File: src/sv/lps_pkg.sv
`timescale 1ns / 1ps
`default_nettype none

package lps_pkg;

	// LEDs per row; the rows are always byte registers
	localparam int LEDS = 5;

	localparam int BYTE_W  = 8;
	localparam int MODE_W  = 5;
	localparam int SPEED_W = 3;
	localparam int WORD_W  = 2 * LEDS;
	localparam int STORE_W = 4 * LEDS + 1;
	localparam int BVIEW_W = 10;
	localparam int LVIEW_W = 13;

	typedef logic [BYTE_W-1:0]  byte_t;
	typedef logic [MODE_W-1:0]  mode_t;
	typedef logic [SPEED_W-1:0] speed_t;
	typedef logic [STORE_W-1:0] store_t;
	typedef logic [BVIEW_W-1:0] bview_t;
	typedef logic [LVIEW_W-1:0] lview_t;

	// configuration register indexes
	typedef logic cfg_idx_t;
	localparam cfg_idx_t CFG_DEFAULT_PERIOD = 1'b0;
	localparam cfg_idx_t CFG_PERIOD_LIMIT   = 1'b1;

	// mode bits, lowest set bit wins
	localparam int MODE_FILL    = 0;
	localparam int MODE_FWD     = 1;
	localparam int MODE_BWD     = 2;
	localparam int MODE_BOUNCE  = 3;
	localparam int MODE_MIRROR  = 4;

	// speed button bits
	localparam int SPD_SLOWER  = 0;
	localparam int SPD_FASTER  = 1;
	localparam int SPD_RESTORE = 2;

	// reset values
	localparam mode_t MODE_RESET     = mode_t'(1);
	localparam byte_t PERIOD_RESET   = byte_t'(20);
	localparam byte_t LIMIT_RESET    = byte_t'(200);

	localparam byte_t  ROW_MASK  = byte_t'((1 << LEDS) - 1);
	localparam byte_t  TOP_BIT   = byte_t'(1 << (LEDS - 1));
	localparam store_t WORD_MASK = store_t'((64'd1 << WORD_W) - 64'd1);
	localparam store_t WRAP_BIT  = store_t'(64'd1 << WORD_W);

endpackage

`default_nettype wire

File: src/sv/led_pattern_sequencer_unit.sv
`timescale 1ns / 1ps
`default_nettype none

// Channel  | Handshake             | Word
// ---------+-----------------------+---------------------------------------------
// input    | in_valid / in_stall   | bus_in_byte, select0, select1, select2
// output   | out_valid / out_stall | row_one, row_two, own_out, button_view,
//          |                       | button_changed, led_view, led_changed
// config   | cfg_wr_en             | cfg_index, cfg_data
//
// One input word per cycle while in_stall is low; each word is registered on entry
// and its result is then registered in the result register.
// The whole tick (mode pick, pattern step, counter, speed buttons, views) is
// computed between the input register and the result register.
// arst_n clears all control state and restores period 20, limit 200.
// in_stall rises only when both the input and the result register are full
// and the output is stalled.

module led_pattern_sequencer_unit (
	input  wire                     clk,
	input  wire                     arst_n,
	input  wire                     cfg_wr_en,
	input  wire lps_pkg::cfg_idx_t  cfg_index,
	input  wire lps_pkg::byte_t     cfg_data,
	input  wire                     in_valid,
	output logic                    in_stall,
	input  wire lps_pkg::byte_t     bus_in_byte,
	input  wire lps_pkg::byte_t     select0,
	input  wire lps_pkg::byte_t     select1,
	input  wire lps_pkg::byte_t     select2,
	output logic                    out_valid,
	input  wire                     out_stall,
	output lps_pkg::byte_t          row_one,
	output lps_pkg::byte_t          row_two,
	output lps_pkg::byte_t          own_out,
	output lps_pkg::bview_t         button_view,
	output logic                    button_changed,
	output lps_pkg::lview_t         led_view,
	output logic                    led_changed
);
	import lps_pkg::*;

	// input stage
	logic  valid_s1;
	byte_t bus_s1, sel0_s1, sel1_s1, sel2_s1;

	// result stage
	logic   valid_s2;
	byte_t  row_one_s2, row_two_s2, own_s2;
	bview_t bview_s2;
	logic   bchg_s2;
	lview_t lview_s2;
	logic   lchg_s2;

	// block state
	byte_t  default_q, limit_q;
	mode_t  mode_q;
	byte_t  tick_q, period_q;
	logic   dir_q;
	store_t word_q;
	byte_t  row0_q, row1_q, own_q;
	speed_t latch_q;
	bview_t last_bview_q;
	lview_t last_lview_q;

	logic in_acc, adv;

	// next-state values
	mode_t  mode_d;
	byte_t  tick_d, period_d;
	logic   dir_d;
	store_t word_d;
	byte_t  row0_d, row1_d, own_d;
	speed_t latch_d;
	bview_t bview_d;
	lview_t lview_d;
	logic   step;
	byte_t  msel;
	speed_t speed;

	assign in_acc   = in_valid && !in_stall;
	assign adv      = valid_s1 && (!valid_s2 || !out_stall);
	assign in_stall = valid_s1 && valid_s2 && out_stall;

	// take register writes
	always_ff @(posedge clk or negedge arst_n) begin
		if (!arst_n) begin
			default_q <= PERIOD_RESET;
			limit_q   <= LIMIT_RESET;
		end else if (cfg_wr_en) begin
			unique case (cfg_index)
				CFG_DEFAULT_PERIOD: default_q <= cfg_data;
				CFG_PERIOD_LIMIT:   limit_q   <= cfg_data;
				default: ;
			endcase
		end
	end

	// hold the pipeline valid bits
	always_ff @(posedge clk or negedge arst_n) begin
		if (!arst_n) begin
			valid_s1 <= 1'b0;
			valid_s2 <= 1'b0;
		end else begin
			if (in_acc)
				valid_s1 <= 1'b1;
			else if (adv)
				valid_s1 <= 1'b0;
			if (adv)
				valid_s2 <= 1'b1;
			else if (!out_stall)
				valid_s2 <= 1'b0;
		end
	end

	// capture the input word
	always_ff @(posedge clk) begin
		if (in_acc) begin
			bus_s1  <= bus_in_byte;
			sel0_s1 <= select0;
			sel1_s1 <= select1;
			sel2_s1 <= select2;
		end
	end

	// work out one tick
	always_comb begin
		msel  = sel1_s1 | sel2_s1;
		speed = speed_t'(bus_s1 | sel0_s1);

		mode_d   = (msel[MODE_W-1:0] != '0) ? msel[MODE_W-1:0] : mode_q;
		dir_d    = dir_q;
		word_d   = word_q;
		row0_d   = row0_q;
		row1_d   = row1_q;
		own_d    = own_q;
		period_d = period_q;
		latch_d  = latch_q;

		step   = (tick_q <= byte_t'(1));
		tick_d = step ? period_q : tick_q - byte_t'(1);

		// advance the pattern on expiry
		if (step) begin
			priority if (mode_d[MODE_FILL]) begin
				if (dir_q) begin
					if ((word_q & WORD_MASK) == '0) begin
						word_d = store_t'(1);
					end else begin
						word_d = {word_q[STORE_W-2:0], 1'b1};
						if (word_d >= WORD_MASK)
							dir_d = 1'b0;
					end
				end else begin
					word_d = {word_q[STORE_W-2:0], 1'b0};
					if ((word_d & WORD_MASK) == '0)
						dir_d = 1'b1;
				end
				row0_d = byte_t'(word_d[LEDS-1:0]);
				row1_d = byte_t'(word_d[WORD_W-1:LEDS]);
			end else if (mode_d[MODE_FWD]) begin
				word_d = {word_q[STORE_W-2:0], 1'b0};
				if (word_d > WORD_MASK || word_d == '0)
					word_d = store_t'(1);
				row0_d = byte_t'(word_d[LEDS-1:0]);
				row1_d = byte_t'(word_d[WORD_W-1:LEDS]);
			end else if (mode_d[MODE_BWD]) begin
				word_d = word_q >> 1;
				if (word_d > WORD_MASK || word_d == '0)
					word_d = WRAP_BIT;
				row0_d = byte_t'(word_d[LEDS-1:0]);
				row1_d = byte_t'(word_d[WORD_W-1:LEDS]);
			end else if (mode_d[MODE_BOUNCE]) begin
				if (row0_q == '0) begin
					row0_d = byte_t'(1);
					dir_d  = 1'b1;
				end else if (dir_q) begin
					row0_d = row0_q << 1;
					if (row0_d >= TOP_BIT)
						dir_d = 1'b0;
				end else begin
					row0_d = row0_q >> 1;
					if (row0_d <= byte_t'(1))
						dir_d = 1'b1;
				end
				row1_d = row0_d;
			end else if (mode_d[MODE_MIRROR]) begin
				if (row0_q == '0 || row1_q == '0 || (row1_q & ~ROW_MASK) != '0) begin
					row0_d = byte_t'(1);
					row1_d = TOP_BIT;
					dir_d  = 1'b1;
				end else if (dir_q) begin
					row0_d = row0_q << 1;
					row1_d = row1_q >> 1;
					if (row0_d >= TOP_BIT)
						dir_d = 1'b0;
				end else begin
					row0_d = row0_q >> 1;
					row1_d = row1_q << 1;
					if (row0_d <= byte_t'(1))
						dir_d = 1'b1;
				end
			end else begin
			end
			own_d = row0_d;
		end

		// apply speed buttons once per press
		if (latch_q == '0) begin
			priority if (speed[SPD_SLOWER]) begin
				if (period_q < limit_q)
					period_d = period_q + byte_t'(1);
				latch_d = speed;
			end else if (speed[SPD_FASTER]) begin
				if (period_q > byte_t'(1))
					period_d = period_q - byte_t'(1);
				latch_d = speed;
			end else if (speed[SPD_RESTORE]) begin
				period_d = default_q;
				latch_d  = speed;
			end else begin
			end
		end else if (speed == '0) begin
			latch_d = '0;
		end

		// build the packed views
		bview_d = bview_t'(msel & ROW_MASK) | (bview_t'(sel0_s1 & ROW_MASK) << LEDS);
		lview_d = lview_t'(row0_d) | (lview_t'(row1_d) << LEDS);
	end

	// update block state as each word leaves the input stage
	always_ff @(posedge clk or negedge arst_n) begin
		if (!arst_n) begin
			mode_q       <= MODE_RESET;
			tick_q       <= '0;
			period_q     <= PERIOD_RESET;
			dir_q        <= 1'b0;
			word_q       <= '0;
			row0_q       <= '0;
			row1_q       <= '0;
			own_q        <= '0;
			latch_q      <= '0;
			last_bview_q <= '0;
			last_lview_q <= '0;
		end else if (adv) begin
			mode_q       <= mode_d;
			tick_q       <= tick_d;
			period_q     <= period_d;
			dir_q        <= dir_d;
			word_q       <= word_d;
			row0_q       <= row0_d;
			row1_q       <= row1_d;
			own_q        <= own_d;
			latch_q      <= latch_d;
			last_bview_q <= bview_d;
			last_lview_q <= lview_d;
		end
	end

	// load the result register
	always_ff @(posedge clk) begin
		if (adv) begin
			row_one_s2 <= row0_d;
			row_two_s2 <= row1_d;
			own_s2     <= own_d;
			bview_s2   <= bview_d;
			bchg_s2    <= (bview_d != last_bview_q);
			lview_s2   <= lview_d;
			lchg_s2    <= (lview_d != last_lview_q);
		end
	end

	assign out_valid      = valid_s2;
	assign row_one        = row_one_s2;
	assign row_two        = row_two_s2;
	assign own_out        = own_s2;
	assign button_view    = bview_s2;
	assign button_changed = bchg_s2;
	assign led_view       = lview_s2;
	assign led_changed    = lchg_s2;

endmodule

`default_nettype wire

File: config.mk
export PLATFORM = sky130hd
export DESIGN_NAME = led_pattern_sequencer_unit
export DESIGN_NICKNAME = d
export VERILOG_FILES = /design/src/sv/lps_pkg.sv /design/src/sv/led_pattern_sequencer_unit.sv
export SDC_FILE = /design/constraint.sdc
export NUM_CORES = 1
export LEC_CHECK = 0
export BUFFER_PORTS_ARGS = -buffer_cell sky130_fd_sc_hd__buf_2
export CORE_MARGIN = 3
export CORE_UTILIZATION = 55
export DETAILED_ROUTE_END_ITERATION = 8
export PLACE_DENSITY = 0.87
export RECOVER_POWER = 50
export SKIP_CTS_REPAIR_TIMING = 1
export SYNTH_ARGS = -nofsm -noshare
export SYNTH_HDL_FRONTEND = slang
export SYNTH_SLANG_ARGS = --single-unit
File: constraint.sdc
create_clock -name clk -period 5.35 [get_ports clk]
set_clock_uncertainty 0.15 [all_clocks]
set_input_delay 0.535 -clock clk [delete_from_list [all_inputs] [get_ports clk]]
set_output_delay 0.535 -clock clk [all_outputs]
set_load 0.05 [all_outputs]
==> impl_metrics.py <==
metrics = {
    "yosys": {
        "synth_fa_ha_area_share_pct": 1.815,
        "synth_nets": 892,
        "synth_area_leader_cell": "dfrtp_1",
        "synth_top_area_share_pct": 28.14,
        "ys_seq_elements": 158,
        "synth_top_family_by_area": "compound AO/OA/AOI/OAI gates",
        "syn-instance-count": 834,
        "synth-simple-area-share_pct": 17.96,
        "synth-compound-area-share_pct": 18.77,
        "yosysWarningCount": 0,
        "synth.area.top_cells": "dfrtp_1 28%, edfxtp_1 21%, nand2_1 5.4%",
        "synth_area_um2": 8270,
        "synthArstFlopShare_pct": 63.92,
        "ys_seq_area_share_pct": 51.38,
        "synth_xor_area_share_pct": 1.589,
        "synth_edf_count": 57,
        "synthMuxAreaShare_pct": 3.858,
        "synth.avg_cell_area_um2": 9.917,
        "ys_types": 85,
        "synth-main-ff-cell": "dfrtp_1",
    },
    "drt": {
        "met3_length_um": 1537,
        "drc_errors": 0,
        "wl_met1_um": 7431,
        "avgViaCountPerCell": 6.115,
        "highest_layer": "met4",
        "post_drt_wl_per_cell_um": 17.05,
        "dr_total_vias": 6671,
        "met2_length_um": 9079,
        "wl_um": 18610,
        "ant_nets": 0,
        "drt_iter0_markers": 714,
        "firstDrtPassIters": 5,
    },
    "clocking": {
        "clock_path_buffers": 2,
        "insertion_delay_ns": 0.43,
        "numCtsBuffers": 17,
        "cts-root-buf": "clkbuf_16",
        "cts.sinks": 158,
        "cts_tree": "done",
        "clk_pin_slew_worst_paths_ns": 0.06,
        "h-tree-depth": 4,
    },
    "critical_path": {
        "crit_path_cell_trace": "or3_1 -> nor4b_1 -> buf_4 -> o21ai_0 -> a22o_2 -> or2_4 -> xor2_1 -> nor3_2 -> nand3_1",
        "cp-end-kind": "flip-flop",
        "slowest_stage": "nor4b_1",
        "worstPathRequired_ns": 5.37,
        "path_class": "reg2reg",
        "max_stage_delay_ns": 1.05,
        "arrival_ns": 4.22,
        "crit_family": "simple AND/OR/NAND/NOR gates",
        "worstPathMaxFanout": 29,
        "start_kind": "flip-flop",
        "r2r-start": "tick_q[4]",
        "critical_path_buf_inv_count": 1,
        "setup.worst_path.start": "tick_q[4]",
    },
    "global_routing": {
        "grt_usage_pct": 23.09,
        "grt_pass1_wl_um": 30510,
        "grt_remaining_overflow": 0,
        "grt_pass1_vias": 6321,
        "antenna_found_initial": 0,
        "grt_max_degree": 64,
    },
    "run_status": {
        "status": "complete, but fails checks",
        "violations": "capacitance limit, slew limit",
    },
    "timing": {
        "drv_slew": 45,
        "finalSetupTns_ns": 0,
        "tightest_slew_ns": 2.281,
        "fin_crit_ns": 4.200,
        "setup_viol": 0,
        "rsz0062_at_grt": "false",
        "hold_violations": 0,
        "period_share_pct": 78.50,
        "slew_headroom_pct": -52.10,
        "setup_ws_ns": 1.150,
        "max_freq_mhz": 238.1,
    },
    "die": {
        "rows": 44,
        "dieArea_um2": 16540,
        "fp.dieW_um": 128.6,
        "core_um2": 14640,
        "num_io_pins": 97,
        "start_util_pct": 56.48,
        "die_h_um": 128.6,
    },
    "place": {
        "numPortBuffers": 82,
        "dp_hpwl_um": 12640,
        "place_congestion": 0.9169,
        "pre_cts_slack_ns": 1.775,
    },
    "layout": {
        "final_cell_mix": "119 x nand2_1, 93 x dfrtp_1, 80 x nor2_1, 77 x o21ai_0",
        "filler_cell_count": 1182,
        "syn_to_final_growth_pct": 11.30,
        "diodes": 0,
        "drive_above_1_share_pct": 13.89,
        "layout.nets": 952,
        "mostFrequentLayoutCell": "nand2_1",
        "multi_input_area_um2": 3616,
        "register_area_um2": 4249,
    },
    "worst_hold_path": {
        "hold_path_startpoint": "select2[2]",
        "hold_path_class": "in2reg",
    },
    "flow_run": {
        "cap_violations": 1,
    },
    "power": {
        "p_per_area_nw_per_um2": 475.5,
        "vdd_drop_max_v": 0.0003639,
        "power.leakage_nw": 3.813,
    },
}
==> worst paths after layout <==
path                            cells past startpoint  slack (ns)           to
worst min register to register                      1        0.34     own_q[0]
max in group asynchronous                           3        1.50     own_q[0]
worst max-delay path                                9        1.15  led_changed
worst min-delay path                                1        0.13   sel2_s1[2]
worst max register to register                      9        1.15  led_changed
min in group asynchronous                           2        1.18    out_valid
==> synth_stat cells, types with 4 or more instances <==
master / number
nand2b_1: 6
dfrtp_1: 93
a31oi_1: 7
nor3_1: 24
mux2i_1: 6
xor2_1: 9
buf_2: 6
or3_1: 7
nor2_1: 79
clkbuf_1: 26
buf_6: 4
and3_1: 7
edfxtp_1: 57
nand3_1: 14
o22ai_1: 5
inv_1: 28
or4_1: 5
nand4_1: 4
nor4_1: 8
buf_4: 11
and2_1: 7
buf_1: 4
a21o_1: 11
o21ai_0: 77
nor4_2: 4
nand2_1: 119
a221oi_1: 8
a22oi_1: 8
o211ai_1: 4
a21oi_1: 45
mux2_2: 23
ha_1: 12
xnor2_1: 6
dfstp_2: 8
o31ai_1: 7
o21a_1: 8
==> stage by stage <==
stage | total power [mW] | instances | hold WS, ns | cell area, µm² | utilization [%]
5_1_grt | 4.624 | 1091 | 0.1089 | 9205 | 62.86
2_1_floorplan | 2.888 | 834 | 0.08941 | 8270 | -
6_report | 4.377 | 1091 | 0.1253 | 9205 | 62.86
3_3_place_gp | 3.155 | 1058 | 0.3086 | 8711 | 59.48
4_1_cts | 4.409 | 1090 | -0.05161 | 9293 | 63.46
3_5_place_dp | 3.199 | 1058 | 0.3302 | 8711 | 59.48
==> area by class of cell <==
cell class / instances / area share (%)
sequential: 158 / 46.16
multi-input combinational: 595 / 39.28
clock buffer: 20 / 4.744
timing repair buffer: 92 / 4.513
tap: 184 / 2.501
clock inverter: 12 / 1.577
inverter: 30 / 1.223
==> where the power goes <==
group	switching [mW]	total, mW	internal, mW
sequential	0.312	1.86	1.55
combinational	0.869	1.33	0.459
clock	0.463	1.19	0.728
total	1.64	4.38	2.73
==> cells by family (layout without fill, tap and decap cells) <==
logic type,Yosys count,after routing
multiplexers,29,29
adder cells (fa/ha/maj),12,12
XOR/XNOR,15,15
AND/OR/NAND/NOR,306,306
buffers and inverters,81,154
AO/OA/AOI/OAI,233,233
flip-flops,158,158
==> per-layer routing <==
layer	up-vias	GRT usage [%]
met4	0	9.883
met2	322	37.54
li1	3150	-
met1	3148	29.26
met5	-	0
met3	51	6.268
==> state kept, by name, summed over array words and instances, names as in the netlist, 3 cells and up <==
| name | cells |
|---|---|
| last_bview_q | 10 |
| row0_q | 8 |
| bus_s1 | 3 |
| own_out | 8 |
| row1_q | 8 |
| tick_q | 8 |
| sel2_s1 | 5 |
| row_one | 8 |
| sel1_s1 | 5 |
| row_two | 8 |
| latch_q | 3 |
| default_q | 8 |
| sel0_s1 | 5 |
| word_q | 21 |
| led_view | 3 |
| button_view | 10 |
| limit_q | 8 |
| last_lview_q | 3 |
| own_q | 8 |
| mode_q | 5 |
| period_q | 8 |
Power figures use the tool's default switching activity.
